File: src/rtl/core/rpbh_pkg.sv
package rpbh_pkg;

	// operation codes
	localparam logic [1:0] OP_LOAD  = 2'd0;
	localparam logic [1:0] OP_POINT = 2'd1;
	localparam logic [1:0] OP_RAY   = 2'd2;
	localparam logic [1:0] OP_NONE  = 2'd3;

	// configuration register indexes
	localparam logic [1:0] CFG_ROW_COUNT    = 2'd0;
	localparam logic [1:0] CFG_SEARCH_UPPER = 2'd1;
	localparam logic [1:0] CFG_TOLERANCE    = 2'd2;

	localparam logic [47:0] SEARCH_UPPER_RST = 48'd65536000000000;
	localparam logic [15:0] TOLERANCE_RST    = 16'd66;

	typedef struct packed {
		logic [1:0]         op;
		logic [3:0]         row_index;
		logic signed [31:0] normal_x;
		logic signed [31:0] normal_y;
		logic signed [31:0] normal_z;
		logic signed [31:0] bound;
		logic signed [31:0] start_x;
		logic signed [31:0] start_y;
		logic signed [31:0] start_z;
		logic signed [31:0] dir_x;
		logic signed [31:0] dir_y;
		logic signed [31:0] dir_z;
	} item_t;

	typedef enum logic [2:0] {
		ST_IDLE,
		ST_TEST_START,
		ST_CHECK,
		ST_ADV_MID,
		ST_TEST_MID,
		ST_ADV_FIN,
		ST_OUT
	} state_t;

	typedef struct packed {
		logic test_done;
		logic test_in;
		logic adv_done;
		logic pop_ready;
		logic out_load;
	} ctl_t;

endpackage

File: src/rtl/core/rpbh_if.sv
interface rpbh_req_if;
	logic               valid;
	logic               ready;
	logic [1:0]         op;
	logic [3:0]         row_index;
	logic signed [31:0] normal_x;
	logic signed [31:0] normal_y;
	logic signed [31:0] normal_z;
	logic signed [31:0] bound;
	logic signed [31:0] start_x;
	logic signed [31:0] start_y;
	logic signed [31:0] start_z;
	logic signed [31:0] dir_x;
	logic signed [31:0] dir_y;
	logic signed [31:0] dir_z;
	modport source (output valid, op, row_index, normal_x, normal_y, normal_z, bound,
		start_x, start_y, start_z, dir_x, dir_y, dir_z, input ready);
	modport sink (input valid, op, row_index, normal_x, normal_y, normal_z, bound,
		start_x, start_y, start_z, dir_x, dir_y, dir_z, output ready);
endinterface


File: src/rtl/core/rpbh_front.sv
module rpbh_front (
	input  logic               clk,
	input  logic               arst_n,
	rpbh_req_if.sink           req,
	output logic               push_valid,
	input  logic               push_ready,
	output rpbh_pkg::item_t    push_item
);

	logic            valid_s1;
	rpbh_pkg::item_t item_s1;

	assign req.ready  = !valid_s1 || push_ready;
	assign push_valid = valid_s1;
	assign push_item  = item_s1;

	// unused op is dropped here, it has no effect
	always_ff @(posedge clk or negedge arst_n) begin
		if (!arst_n) begin
			valid_s1 <= 1'b0;
		end else if (req.ready) begin
			valid_s1 <= req.valid && (req.op != rpbh_pkg::OP_NONE);
		end
	end

	always_ff @(posedge clk) begin
		if (req.ready && req.valid) begin
			item_s1 <= '{op: req.op, row_index: req.row_index,
				normal_x: req.normal_x, normal_y: req.normal_y, normal_z: req.normal_z,
				bound: req.bound, start_x: req.start_x, start_y: req.start_y,
				start_z: req.start_z, dir_x: req.dir_x, dir_y: req.dir_y, dir_z: req.dir_z};
		end
	end

endmodule

File: src/flat_wrapper.sv
// flat-port wrapper written by rule: the top's interface ports become plain ports
module rpbh_front_flat 
  (clk, arst_n, push_valid, push_ready, push_item, req_valid, req_op, req_row_index, req_normal_x, req_normal_y, req_normal_z, req_bound, req_start_x, req_start_y, req_start_z, req_dir_x, req_dir_y, req_dir_z, req_ready);
  rpbh_req_if req_i ();
  input  logic clk;
  input  logic arst_n;
  output logic push_valid;
  input  logic push_ready;
  output rpbh_pkg::item_t push_item;
  input wire logic [$bits(req_i.valid)-1:0] req_valid;
  input wire logic [$bits(req_i.op)-1:0] req_op;
  input wire logic [$bits(req_i.row_index)-1:0] req_row_index;
  input wire logic [$bits(req_i.normal_x)-1:0] req_normal_x;
  input wire logic [$bits(req_i.normal_y)-1:0] req_normal_y;
  input wire logic [$bits(req_i.normal_z)-1:0] req_normal_z;
  input wire logic [$bits(req_i.bound)-1:0] req_bound;
  input wire logic [$bits(req_i.start_x)-1:0] req_start_x;
  input wire logic [$bits(req_i.start_y)-1:0] req_start_y;
  input wire logic [$bits(req_i.start_z)-1:0] req_start_z;
  input wire logic [$bits(req_i.dir_x)-1:0] req_dir_x;
  input wire logic [$bits(req_i.dir_y)-1:0] req_dir_y;
  input wire logic [$bits(req_i.dir_z)-1:0] req_dir_z;
  output wire logic [$bits(req_i.ready)-1:0] req_ready;
  assign req_i.valid = req_valid;
  assign req_i.op = req_op;
  assign req_i.row_index = req_row_index;
  assign req_i.normal_x = req_normal_x;
  assign req_i.normal_y = req_normal_y;
  assign req_i.normal_z = req_normal_z;
  assign req_i.bound = req_bound;
  assign req_i.start_x = req_start_x;
  assign req_i.start_y = req_start_y;
  assign req_i.start_z = req_start_z;
  assign req_i.dir_x = req_dir_x;
  assign req_i.dir_y = req_dir_y;
  assign req_i.dir_z = req_dir_z;
  assign req_ready = req_i.ready;
  rpbh_front u_core (.clk(clk), .arst_n(arst_n), .req(req_i), .push_valid(push_valid), .push_ready(push_ready), .push_item(push_item));
endmodule
File: config.mk
export PLATFORM = sky130hd
export DESIGN_NAME = rpbh_front_flat
export DESIGN_NICKNAME = d
export VERILOG_FILES = /design/src/rtl/core/rpbh_pkg.sv /design/src/rtl/core/rpbh_if.sv /design/src/rtl/core/rpbh_front.sv /design/src/flat_wrapper.sv
export SDC_FILE = /design/constraint.sdc
export NUM_CORES = 1
export LEC_CHECK = 0
export BUFFER_PORTS_ARGS = -buffer_cell sky130_fd_sc_hd__buf_2
export CAP_MARGIN = 25
export CELL_PAD_IN_SITES_DETAIL_PLACEMENT = 2
export CELL_PAD_IN_SITES_GLOBAL_PLACEMENT = 2
export CORE_AREA = 4 4 257 259
export CTS_CLUSTER_DIAMETER = 100
export DETAILED_ROUTE_END_ITERATION = 12
export DIE_AREA = 0 0 261 263
export PLACE_DENSITY = 0.61
export SKIP_CTS_REPAIR_TIMING = 1
export SKIP_LAST_GASP = 1
export SLEW_MARGIN = 20
export SYNTH_ARGS = -nofsm -noshare
export SYNTH_HDL_FRONTEND = slang
export SYNTH_SLANG_ARGS = --single-unit
File: constraint.sdc
create_clock -name clk -period 2.94 [get_ports clk]
set_input_delay 0 -clock clk [delete_from_list [all_inputs] [get_ports clk]]
set_output_delay 0 -clock clk [all_outputs]
set_load 0.05 [all_outputs]
==> flow_summary_export.csv <==
group,metric,value,unit
floorplan,dieArea,68600,sq um
critical_path,crit_path_start_kind,"flop",
logic_synthesis,ys_ff_latch,327,
critical_path,cp-end-kind,"flop",
cts,cts.sinks,327,
cts,clock_latency,0.53,ns
routing,vias_per_cell,3.41,
floorplan,fp.dieW,261,um
logic_synthesis,synth_fa_ha_area_share,0,%
floorplan,io_pins,658,
logic_synthesis,syn_area,9850,sq um
place,pre_cts_ws,1.14,ns
power_and_ir_drop,p_leak,7.74,nW
logic_synthesis,netlist.area_leader.share,99.4,%
routing,drt-total-wl,44.7,mm
worst_hold_path,hold_path.startpoint,"req_dir_z[2]",
critical_path,rr_worst_depth,3,
critical_path,r2r_slack,1.13,ns
global_routing,antenna_found_initial,10,
cts,numCtsBuffers,38,
critical_path,r2r_end,"u_core.push_item[260]",
timing,final-hold-violation-count,0,
cells_and_area,area.growth.synth_to_final,90.6,%
routing,ant_nets,0,
routing,first_pass_iters,6,
worst_hold_path,hold_path_end,"u_core.push_item[2]",
floorplan,die_h,263,um
timing,slew_headroom,53.2,%
timing,rsz0062_at_grt,"no",
cts,clock_path_buffers,3,
place,dpl.hpwl,29.5,mm
critical_path,crit_arrival,1.97,ns
timing,timing.setup.tns,0,ns
logic_synthesis,yosys.cell_count.top_type,"edfxtp_1",
global_routing,grt_max_degree,119,
routing,num_vias,7691,
logic_synthesis,synthSimpleGateAreaFrac,0.267,%
logic_synthesis,synth_largest_area_cell,"edfxtp_1",
logic_synthesis,synth_xor_xnor_area_share,0,%
logic_synthesis,synth_cells,331,
global_routing,overflow,0,
place,routabilityCongestion,0.800,
logic_synthesis,synth_area_per_cell,29.8,sq um
logic_synthesis,yosysUniqueCellTypes,6,
cts,cts_tree,"done",
global_routing,grt_pass1_vias,7048,
timing,slew_viol_final,0,
cells_and_area,drive_gt1_share,51.6,%
worst_hold_path,holdCritPathClass,"input pin to flop",
cells_and_area,fillers,6748,
timing,fmax,553,MHz
routing,drtIter0Drc,418,
critical_path,criticalPathCategory,"flop to flop",
power_and_ir_drop,powerDensity,634,nW/um^2
timing,fin_skew,0.0130,ns
logic_synthesis,ys_top_cells_by_area,"edfxtp_1 (99%), dfrtp_1 (0.25%), nand2b_4 (0.14%)",
logic_synthesis,synth_warnings,0,
logic_synthesis,async_reset_ff_share,0.306,%
flow_run,drv_cap,0,
cells_and_area,finalNetCount,1700,
timing,period_share,61.5,%
routing,drc,0,
global_routing,grtUsageTotal,9.93,%
logic_synthesis,synth_compound_area_share,0.102,%
place,numPortBuffers,657,
routing,post_drt_wl_per_cell,19.8,um
floorplan,core_area,63900,sq um
logic_synthesis,synth_mux_area_share,0,%
timing,fin_crit,1.81,ns
logic_synthesis,syn_nets,661,
status,status,"complete, no violations",
critical_path,path_max_fanout,118,
cts,ctsHtreeMaxLevel,2,
global_routing,grt_pass1_wl,49.7,mm
cts,cts_root_buf,"clkbuf_16",
timing,tightest_slew,0.703,ns
power_and_ir_drop,irDropWorstVdd,0.000327,V
floorplan,initial_core_util,15.4,%
logic_synthesis,synth_ff_type,"edfxtp_1",
timing,setup_slack,1.13,ns
logic_synthesis,synth_enable_flop_cells,326,
critical_path,r2r_start,"u_core.push_valid",
floorplan,rows,93,
logic_synthesis,synth_top_family_by_area,"simple AND/OR/NAND/NOR gates",
cts,path_clk_slew,0.06,ns
worst_hold_path,holdPathStages,2,
power_and_ir_drop,p_total,11.9,mW
critical_path,cp.required,3.10,ns
timing,setup_viol,0,
logic_synthesis,ys_seq_area_share,99.6,%
timing,whs,0.176,ns
[metrics by stage]
step / cell area [sq um] / util [%] / instances
after global routing: 18800 / 29.4 / 2256
after floorplan: 9850 / - / 331
after CTS: 15500 / 24.2 / 1922
after detailed placement: 14300 / 22.5 / 1854
after global placement: 14300 / 22.5 / 1854
final: 18800 / 29.4 / 2257
[cell type report]
class                      count  area, sq um  share of cell area (%)
sequential                   327         9820                    52.3
antenna                        4         10.0                  0.0533
clock buffer                  51         1020                    5.44
clock inverter                17         88.8                   0.473
timing repair buffer         999         6730                    35.9
multi-input combinational      4         36.3                   0.193
tap                          855         1070                    5.70
[state kept, by name, summed over array words and instances, names as in the netlist]
register and cells:
u_core.push_item 326, u_core.push_valid 1
[worst max path at each step]
stage                       from               endpoint  slack, ns  cells after the start
2_1_floorplan  u_core.push_valid    u_core.push_item[0]      -0.55                      2
3_3_place_gp   u_core.push_valid  u_core.push_item[124]       1.19                      3
3_5_place_dp   u_core.push_valid   u_core.push_item[36]       1.14                      3
4_1_cts        u_core.push_valid  u_core.push_item[106]       1.13                      4
5_1_grt        u_core.push_valid   u_core.push_item[62]       1.08                      4
6_report       u_core.push_valid  u_core.push_item[260]       1.13                      3
[logic make-up (layout without fill, tap and decap cells)]
logic type             after synthesis  count (layout)
buffers and inverters                0            1067
and+or+nand+nor                      3               3
DFF                                327             327
AOI/OAI and AO/OA                    1               1
other                                0               4
[worst max-delay path, cell delays in order (launching register included)]
cell	delay, ns
dfrtp_2	0.42
nand2b_4	0.08
and2_4	0.28
buf_12	0.49
[cell usage in the layout (no fill, tap or decap)]
master,count
buf_12,4
and2_4,1
dfrtp_2,1
nand2b_4,1
inv_6,1
clkinv_4,1
edfxtp_1,326
dlygate4sd3_1,331
clkinv_2,9
diode_2,4
clkinv_1,5
buf_2,657
clkbuf_16,39
clkinvlp_4,1
clkbuf_1,12
nand2_1,1
a21bo_1,1
buf_4,7
[metal layers]
metal	wire length (um)	vias up	track usage, %
met2	24700	385	18.4
met1	15100	3800	9.90
li1	-	3446	-
met4	996	2	3.12
met3	3790	58	4.40
met5	14	-	0
[power breakdown]
| group | internal (mW) | switching, mW | total [mW] |
|---|---|---|---|
| sequential | 5.47 | 0.0882 | 5.56 |
| combinational | 0.638 | 1.38 | 2.02 |
| clock | 2.44 | 1.88 | 4.32 |
Note: power is estimated with default switching activity, not from simulation.
