--- config.mk ---
export PLATFORM = sky130hd
export DESIGN_NAME = rpbh_queue
export DESIGN_NICKNAME = d
export VERILOG_FILES = /design/src/rtl/core/rpbh_pkg.sv /design/src/rtl/core/rpbh_queue.sv
export SDC_FILE = /design/constraint.sdc
export NUM_CORES = 1
export LEC_CHECK = 0
export BUFFER_PORTS_ARGS = -buffer_cell sky130_fd_sc_hd__buf_2
export CAP_MARGIN = 20
export CORE_AREA = 10 10 245 247
export CTS_BUF_LIST = sky130_fd_sc_hd__clkbuf_8 sky130_fd_sc_hd__clkbuf_16
export DETAILED_ROUTE_END_ITERATION = 10
export DIE_AREA = 0 0 255 257
export GPL_TIMING_DRIVEN = 0
export PLACE_DENSITY = 0.79
export RECOVER_POWER = 50
export SLEW_MARGIN = 10
export SYNTH_ARGS = -nofsm -noshare
export SYNTH_HDL_FRONTEND = slang
export SYNTH_SLANG_ARGS = --single-unit
--- constraint.sdc ---
create_clock -name clk -period 17 [get_ports clk]
set_input_delay 3.4 -clock clk [delete_from_list [all_inputs] [get_ports clk]]
set_output_delay 3.4 -clock clk [all_outputs]
set_load 0.01 [all_outputs]
--- src/rtl/core/rpbh_pkg.sv ---
package rpbh_pkg;

	// operation codes
	localparam logic [1:0] OP_LOAD  = 2'd0;
	localparam logic [1:0] OP_POINT = 2'd1;
	localparam logic [1:0] OP_RAY   = 2'd2;
	localparam logic [1:0] OP_NONE  = 2'd3;

	// configuration register indexes
	localparam logic [1:0] CFG_ROW_COUNT    = 2'd0;
	localparam logic [1:0] CFG_SEARCH_UPPER = 2'd1;
	localparam logic [1:0] CFG_TOLERANCE    = 2'd2;

	localparam logic [47:0] SEARCH_UPPER_RST = 48'd65536000000000;
	localparam logic [15:0] TOLERANCE_RST    = 16'd66;

	typedef struct packed {
		logic [1:0]         op;
		logic [3:0]         row_index;
		logic signed [31:0] normal_x;
		logic signed [31:0] normal_y;
		logic signed [31:0] normal_z;
		logic signed [31:0] bound;
		logic signed [31:0] start_x;
		logic signed [31:0] start_y;
		logic signed [31:0] start_z;
		logic signed [31:0] dir_x;
		logic signed [31:0] dir_y;
		logic signed [31:0] dir_z;
	} item_t;

	typedef enum logic [2:0] {
		ST_IDLE,
		ST_TEST_START,
		ST_CHECK,
		ST_ADV_MID,
		ST_TEST_MID,
		ST_ADV_FIN,
		ST_OUT
	} state_t;

	typedef struct packed {
		logic test_done;
		logic test_in;
		logic adv_done;
		logic pop_ready;
		logic out_load;
	} ctl_t;

endpackage

--- src/rtl/core/rpbh_queue.sv ---
module rpbh_queue (
	input  logic            clk,
	input  logic            arst_n,
	input  logic            push_valid,
	output logic            push_ready,
	input  rpbh_pkg::item_t push_item,
	output logic            pop_valid,
	input  logic            pop_ready,
	output rpbh_pkg::item_t pop_item
);

	rpbh_pkg::item_t slot_q [2];
	logic            wr_q;
	logic            rd_q;
	logic [1:0]      cnt_q;
	logic            do_push;
	logic            do_pop;

	assign push_ready = (cnt_q != 2'd2);
	assign pop_valid  = (cnt_q != 2'd0);
	assign pop_item   = slot_q[rd_q];
	assign do_push    = push_valid && push_ready;
	assign do_pop     = pop_valid && pop_ready;

	always_ff @(posedge clk or negedge arst_n) begin
		if (!arst_n) begin
			wr_q  <= 1'b0;
			rd_q  <= 1'b0;
			cnt_q <= 2'd0;
		end else begin
			if (do_push) wr_q <= !wr_q;
			if (do_pop) rd_q <= !rd_q;
			cnt_q <= cnt_q + 2'(do_push) - 2'(do_pop);
		end
	end

	always_ff @(posedge clk) begin
		if (do_push) slot_q[wr_q] <= push_item;
	end

endmodule

==> summary.txt, run 1 <==
Outcome
  • Status: complete, but fails checks
  • Failing checks: max-capacitance violations, max-slew violations

Detailed routing
  • Met2 Wirelength: 31500 um
  • DR DRC count: 0
  • Met3 WL: 5690 um
  • Vias/cell: 4.93
  • WL met1: 20100 um
  • Max layer used: met5
  • Iteration-0 DRC Markers: between 600 and 700
  • Antenna-violating nets left: 0
  • Post-Route WL: roughly 60000 um
  • Avg WL per Cell: 23.3 um
  • Drt first pass iters: 4
  • Via Count: roughly 13000

Floorplan
  • Die Area: 0.0655 mm^2
  • Ports: 658
  • Rows: 86
  • Die width: 255 um
  • Initial Util: 43.4%
  • Core box area: roughly 0.055 mm^2
  • DIE HEIGHT: ~260 um

Cells and area
  • Most frequent cells in the layout: 652 x edfxtp_1, 499 x buf_2, 296 x mux2_2, 172 x clkbuf_1, 70 x clkbuf_16
  • Final Core Density: around 55%
  • Most common cell after layout, fill and taps aside: edfxtp_1
  • FILL cells: 4222
  • Cell area after layout: 0.0303 mm^2
  • Final net count: 2113
  • Share of cells above drive strength 1: 52.2%
  • Syn-to-layout area delta: 27.0%

STA
  • Post-layout minimum cycle time: 7.07 ns
  • Final period util: 41.6%
  • Fmax: 141 MHz
  • Fin. Hold Viols: 0
  • Setup Viol. Count Final: 0
  • Skew final: between 0.02 and 0.025 ns
  • Setup TNS: 0 ns
  • Slew headroom: -103%
  • Slew @ Worst Pin: just over 3 ns
  • Max-slew violations: 122
  • Min Hold Slack: between 0.5 and 0.6 ns
  • RSZ-0062 raised after global routing: false

Worst setup path
  • Worst r2r src: cnt_q[0]$_DFF_PN0_
  • CP required: 17.25 ns
  • Arr. time, crit path: 7.32 ns
  • R2r setup slk: 12.43 ns
  • Depth of the worst register-to-register path: 5
  • WS Path Type: input port to register
  • Crit path to: slot_q[1][297]$_DFFE_PP_
  • Crit end category: register
  • FF-to-FF End: slot_q[1][297]$_DFFE_PP_
  • CP startpoint kind: input port
  • Crit path from: push_valid
  • Critical path fanouts, max: just over 60

Clock network
  • Post_cts resized: 0
  • CTS tree: done
  • CTS sink cnt: 656
  • Num CTS Buffers: 67
  • H-tree levels: 3
  • Setup repair bufs after CTS: 0
  • Hold_buf cts: 0
  • Clock Pin Slew Worst Setup and Hold Paths: approximately 0.060 ns
  • Max clock buf depth: 3
  • Clk_lat worst skew: 0.58 ns
  • Clk root buf: clkbuf_16

Placed design
  • Gpl congestion: about 0.84
  • Placed Area: 0.0285 mm^2
  • Number of I/O port buffers: between 600 and 700
  • Dpl hpwl: 44200 um

Global route
  • Vias in the first global route: 13800
  • Global route overflow: 0
  • Antenna violations before repair: 16
  • GRT Util Overall: between 10% and 20%
  • First-pass GRT wire length: 85100 um
  • Largest net degree at the start of global routing: just over 60

Power
  • Internal power: ~3.7 mW
  • Sequential Power Share: 42.9%
  • Pleak: 11.1 nW
  • Total net switching power: approximately 1.6 mW
  • Clock share of power: 25.2%
  • Logic pwr share: 31.9%
  • Final Power: about 5.3 mW
  • Switching portion of total power: 30.3%
  • Peak supply drop: 133 uV
  • Power density over the cells: between 150 and 200 mW/mm^2

Yosys
  • Post-synth EDFFs: 652
  • Cell Area, Synth: 0.0238 mm^2
  • Post-synth ARST share: 0.610%
  • Synthesized net count: 1367
  • Seq cells post-synth: about 660
  • Post-synthesis sequential area ratio: 82.5%
  • Synth Area per Inst: 23.0 um^2
  • Main synth FF type: edfxtp_1
  • Synth Warn #: 0
  • Syn Inst Count: between 1000 and 1500
  • Synth unique cells: 20

Hold path
  • HP Start: wr_q$_DFFE_PN0P_
  • Hold WC Path Type: register to register

Flow run
  • Maxcap violations: 3
synthesized netlist by cell type (2+ instances only):
| cell type | count | area share (%) |
|---|---|---|
| edfxtp_1 | 652 | 82 |
| mux2_2 | 296 | 14 |
| mux2_4 | 30 | 1.9 |
| buf_4 | 20 | 0.63 |
| buf_2 | 12 | 0.25 |
| buf_6 | 4 | 0.19 |
| dfrtp_1 | 4 | 0.42 |
| nor2_1 | 3 | 0.047 |
| xnor2_1 | 3 | 0.11 |
| nand2_1 | 2 | 0.032 |
worst max-delay path, stage by stage:
cell and delay (ns):
clkbuf_1 0.23, and3_1 0.75, clkbuf_1 2.20, buf_16 0.28
buf_16 0.32
power by group through the flow:
stage,combinational (mW),sequential (mW),clock (mW)
floorplan,0.981,2.43,0
global route,1.82,2.32,1.44
CTS,1.76,2.29,1.38
global placement,1.63,2.51,0
detailed placement,1.75,2.32,0
finish,1.70,2.29,1.35
worst min path at each step:
stage                                   to  cells past startpoint
after floorplan           wr_q$_DFFE_PN0P_                      1
after global placement    wr_q$_DFFE_PN0P_                      1
after detailed placement  wr_q$_DFFE_PN0P_                      1
after CTS                 wr_q$_DFFE_PN0P_                      1
after global routing      wr_q$_DFFE_PN0P_                      1
final                     wr_q$_DFFE_PN0P_                      1
cell type report:
cell class | count | area (um^2) | share of cell area (%)
diodes | 11 | 27.5 | 0.0909
plain buffers | 36 | 255 | 0.843
clock buffers | 70 | 1750 | 5.79
clock inverters | 49 | 290 | 0.959
multi-input cells | 344 | 3910 | 12.9
flip-flops and latches | 656 | 19700 | 65.0
well taps | 704 | 881 | 2.91
repair buffers | 677 | 3480 | 11.5
sequential cells by signal, indices dropped and copies added (netlist names):
| register | cells |
|---|---|
| slot_q | 652 |
| cnt_q | 2 |
| rd_q | 1 |
| wr_q | 1 |
layer usage:
metal / vias to the layer above / global-route usage (%)
li1: 5668 / -
met1: 6261 / 17.7
met2: 495 / 31.5
met3: 125 / 6.54
met4: 10 / 7.06
met5: - / 0
cell families after synthesis:
group,after synthesis,share of synthesized area (%)
DFF,656,82.5
muxes,326,15.9
buffers and inverters,36,1.07
and+or+nand+nor,11,0.247
AOI/OAI and AO/OA,3,0.0997
xor gates and xnor gates,3,0.110
adders and majority gates,1,0.0525
stage by stage:
| step | setup WS, ns | instances |
|---|---|---|
| 2_1_floorplan | 4.54 | 1036 |
| 3_3_place_gp | 0.303 | 2397 |
| 3_5_place_dp | 11.15 | 2417 |
| 4_1_cts | 11.25 | 2536 |
| 5_1_grt | 9.65 | 2543 |
| 6_report | 9.93 | 2547 |
Note: power is estimated with default switching activity, not from simulation.
==> run 2, diff against run 1 <==
==> constraint.sdc (replaced) <==
create_clock -name clk -period 6.6 [get_ports clk]
set_input_delay 1.32 -clock clk [delete_from_list [all_inputs] [get_ports clk]]
set_output_delay 1.32 -clock clk [all_outputs]
set_load 0.01 [all_outputs]
==> summary.txt, run 2 (synthesis results as in run 1) <==
Clock network
  • Clk root buf: clkbuf_16 (unchanged)
  • Clock Pin Slew Worst Setup and Hold Paths: 0.06 ns (about the same)
  • Num CTS Buffers: 67 (unchanged)
  • Max clock buf depth: 3 (unchanged)
  • CTS tree: done (unchanged)
  • Clk_lat worst skew: 0.58 ns (about the same)
  • Setup repair bufs after CTS: 0 (unchanged)
  • Post_cts resized: 0 (unchanged)
  • H-tree levels: 3 (unchanged)
  • Hold_buf cts: 0 (unchanged)
  • CTS sink cnt: 656 (unchanged)

Cells and area
  • Syn-to-layout area delta: 26.9% (was 27.0%)
  • Share of cells above drive strength 1: 52.7% (was 52.2%)
  • Final Core Density: 55.1% (was 55.2%)
  • Most frequent cells in the layout: 652 x edfxtp_1, 509 x buf_2, 296 x mux2_2, 161 x clkbuf_1, 70 x clkbuf_16 (was 652 x edfxtp_1, 499 x buf_2, 296 x mux2_2, 172 x clkbuf_1, 70 x clkbuf_16)
  • Post-Layout Cell Count: 2550 (was 2547)
  • Max reg flops: 652 (unchanged)
  • Final net count: 2111 (was 2113)
  • Largest Register: slot_q (unchanged)
  • Most common cell after layout, fill and taps aside: edfxtp_1 (unchanged)
  • Biggest registers after layout: slot_q x652, cnt_q x2 (unchanged)

STA
  • Setup Viol. Count Final: 0 (unchanged)
  • Post-layout minimum cycle time: 4.70 ns
  • Final period util: a little under three quarters
  • RSZ-0062 raised after global routing: false (unchanged)
  • Fmax: about 210 MHz
  • Slew @ Worst Pin: 2.74 ns (was 3.04 ns)
  • Final setup margin: 1.90 ns (was 9.93 ns)
  • Fin. Hold Viols: 0 (unchanged)
  • Max-slew violations: 54 (was 122)
  • Min Hold Slack: 0.514 ns (was 0.506 ns)
  • Skew final: 0.0150 ns (was 0.0232 ns)
  • Slew headroom: -82.8% (was -103%)

Placed design
  • Place WS: 2.88 ns (was 11.15 ns)
  • Gpl congestion: 0.843 (was 0.836)
  • Number of I/O port buffers: 657 (unchanged)
  • Dpl hpwl: 44100 um (was 44200 um)
  • DP Cell Count: 2415 (was 2417)

Hold path
  • Hold Path Sink: wr_q$_DFFE_PN0P_ (unchanged)
  • HP Start: wr_q$_DFFE_PN0P_ (unchanged)
  • Worst Hold Path Cells: 1 (unchanged)
  • Hold WC Path Type: register to register (unchanged)

Power
  • Final Power: 13.7 mW (was 5.35 mW)
  • Internal power: 9.58 mW (was 3.73 mW)
  • Pleak: 11.1 nW (about the same)
  • Power density over the cells: 454 mW/mm^2 (was 177 mW/mm^2)
  • Peak supply drop: 300 uV (was 133 uV)
  • Logic pwr share: 31.8% (was 31.9%)
  • Switching portion of total power: 30.2% (was 30.3%)
  • Clock share of power: 25.3% (was 25.2%)
  • Total net switching power: 4.15 mW (was 1.62 mW)
  • Sequential Power Share: 43.0% (was 42.9%)

Worst setup path
  • CP startpoint kind: input port (unchanged)
  • Depth of the worst register-to-register path: 5 (unchanged)
  • FF-to-FF End: slot_q[0][50]$_DFFE_PP_ (was slot_q[1][297]$_DFFE_PP_)
  • Arr. time, crit path: 4.88 ns (was 7.32 ns)
  • WS Path Type: input port to register (unchanged)
  • Crit end category: register (unchanged)
  • Critical path fanouts, max: 26 (was 61)
  • R2r setup slk: 2.29 ns (was 12.43 ns)
  • CP required: 6.78 ns (was 17.25 ns)
  • Worst r2r src: cnt_q[0]$_DFF_PN0_ (unchanged)

Detailed routing
  • Post-Route WL: 58900 um (was 59300 um)
  • Avg WL per Cell: 23.1 um (was 23.3 um)
  • DR DRC count: 0 (unchanged)
  • Vias/cell: 4.94 (was 4.93)
  • Via Count: 12600 (about the same)
  • Iteration-0 DRC Markers: 795 (was 698)
  • Drt first pass iters: 5 (was 4)
  • Antenna-violating nets left: 0 (unchanged)

Floorplan
  • Core box area: 0.0549 mm^2 (unchanged)
  • Initial Util: 43.4% (unchanged)
  • Ports: 658 (unchanged)
  • Die width: 255 um (unchanged)
  • DIE HEIGHT: 257 um (unchanged)
  • Die Area: 0.0655 mm^2 (unchanged)
  • Rows: 86 (unchanged)

Flow run
  • Maxcap violations: 1 (was 3)

Global route
  • Largest net degree at the start of global routing: 62 (unchanged)
  • Vias in the first global route: 13800 (about the same)
  • GRT Util Overall: 17.3% (was 17.4%)
  • First-pass GRT wire length: 85200 um (was 85100 um)
  • Antenna violations before repair: 16 (unchanged)
  • Global route overflow: 0 (unchanged)

Outcome
  • Failing checks: max-capacitance violations, max-slew violations (unchanged)
  • Status: complete, but fails checks (unchanged)
-- run 2: cell types whose count changed in the layout (fill, tap and decap cells not counted), sizes merged --
cell      change
buf           +9
clkbuf       -11
clkinv        +8
clkinvlp      -4
diode         +3
inv           -2
-- run 2: cell type report --
type / instances / area [um^2]
fill: 4234 / 24600
sequential: 656 / 19700
multi-input combinational: 344 / 3920
timing repair buffer: 675 / 3450
clock buffer: 70 / 1750
tap: 704 / 881
clock inverter: 51 / 287
buffer: 36 / 254
antenna: 14 / 35.0
-- run 2: worst max path at each step --
stage | to | start | cells after the start
2_1_floorplan | slot_q[0][0]$_DFFE_PP_ | push_valid | 2
3_3_place_gp | slot_q[0][190]$_DFFE_PP_ | push_valid | 3
3_5_place_dp | slot_q[1][259]$_DFFE_PP_ | push_valid | 5
4_1_cts | pop_item[59] | rd_q$_DFFE_PN0P_ | 4
5_1_grt | slot_q[0][76]$_DFFE_PP_ | push_valid | 5
6_report | slot_q[0][50]$_DFFE_PP_ | push_valid | 5
-- run 2: power by group through the flow --
stage / Sequential, mW / Clock [mW] / Combinational, mW
global placement: 6.19 / 0 / 4.20
finish: 5.90 / 3.47 / 4.36
floorplan: 6.07 / 0 / 2.53
global route: 5.97 / 3.72 / 4.65
CTS: 5.89 / 3.55 / 4.51
detailed placement: 5.97 / 0 / 4.48
-- run 2: metrics by stage --
step / TNS (ns) / area, um^2
after floorplan: -1.48 / 23900
after global placement: -1186.83 / 28000
after detailed placement: 0 / 28500
after CTS: 0 / 30500
after global routing: 0 / 30200
final: 0 / 30300
-- run 2: worst max-delay path: stages --
cell and delay [ns]:
clkbuf_1 0.34, nand2_8 0.07, nor2_1 0.93, clkbuf_1 1.14, clkbuf_1 1.04
-- run 2: layer usage --
metal / global-route usage, % / part of all wire [%]
met5: 0 / 0.095
met4: 6.99 / 2.9
met3: 5.27 / 8.1
met2: 31.4 / 54
met1: 18.4 / 35
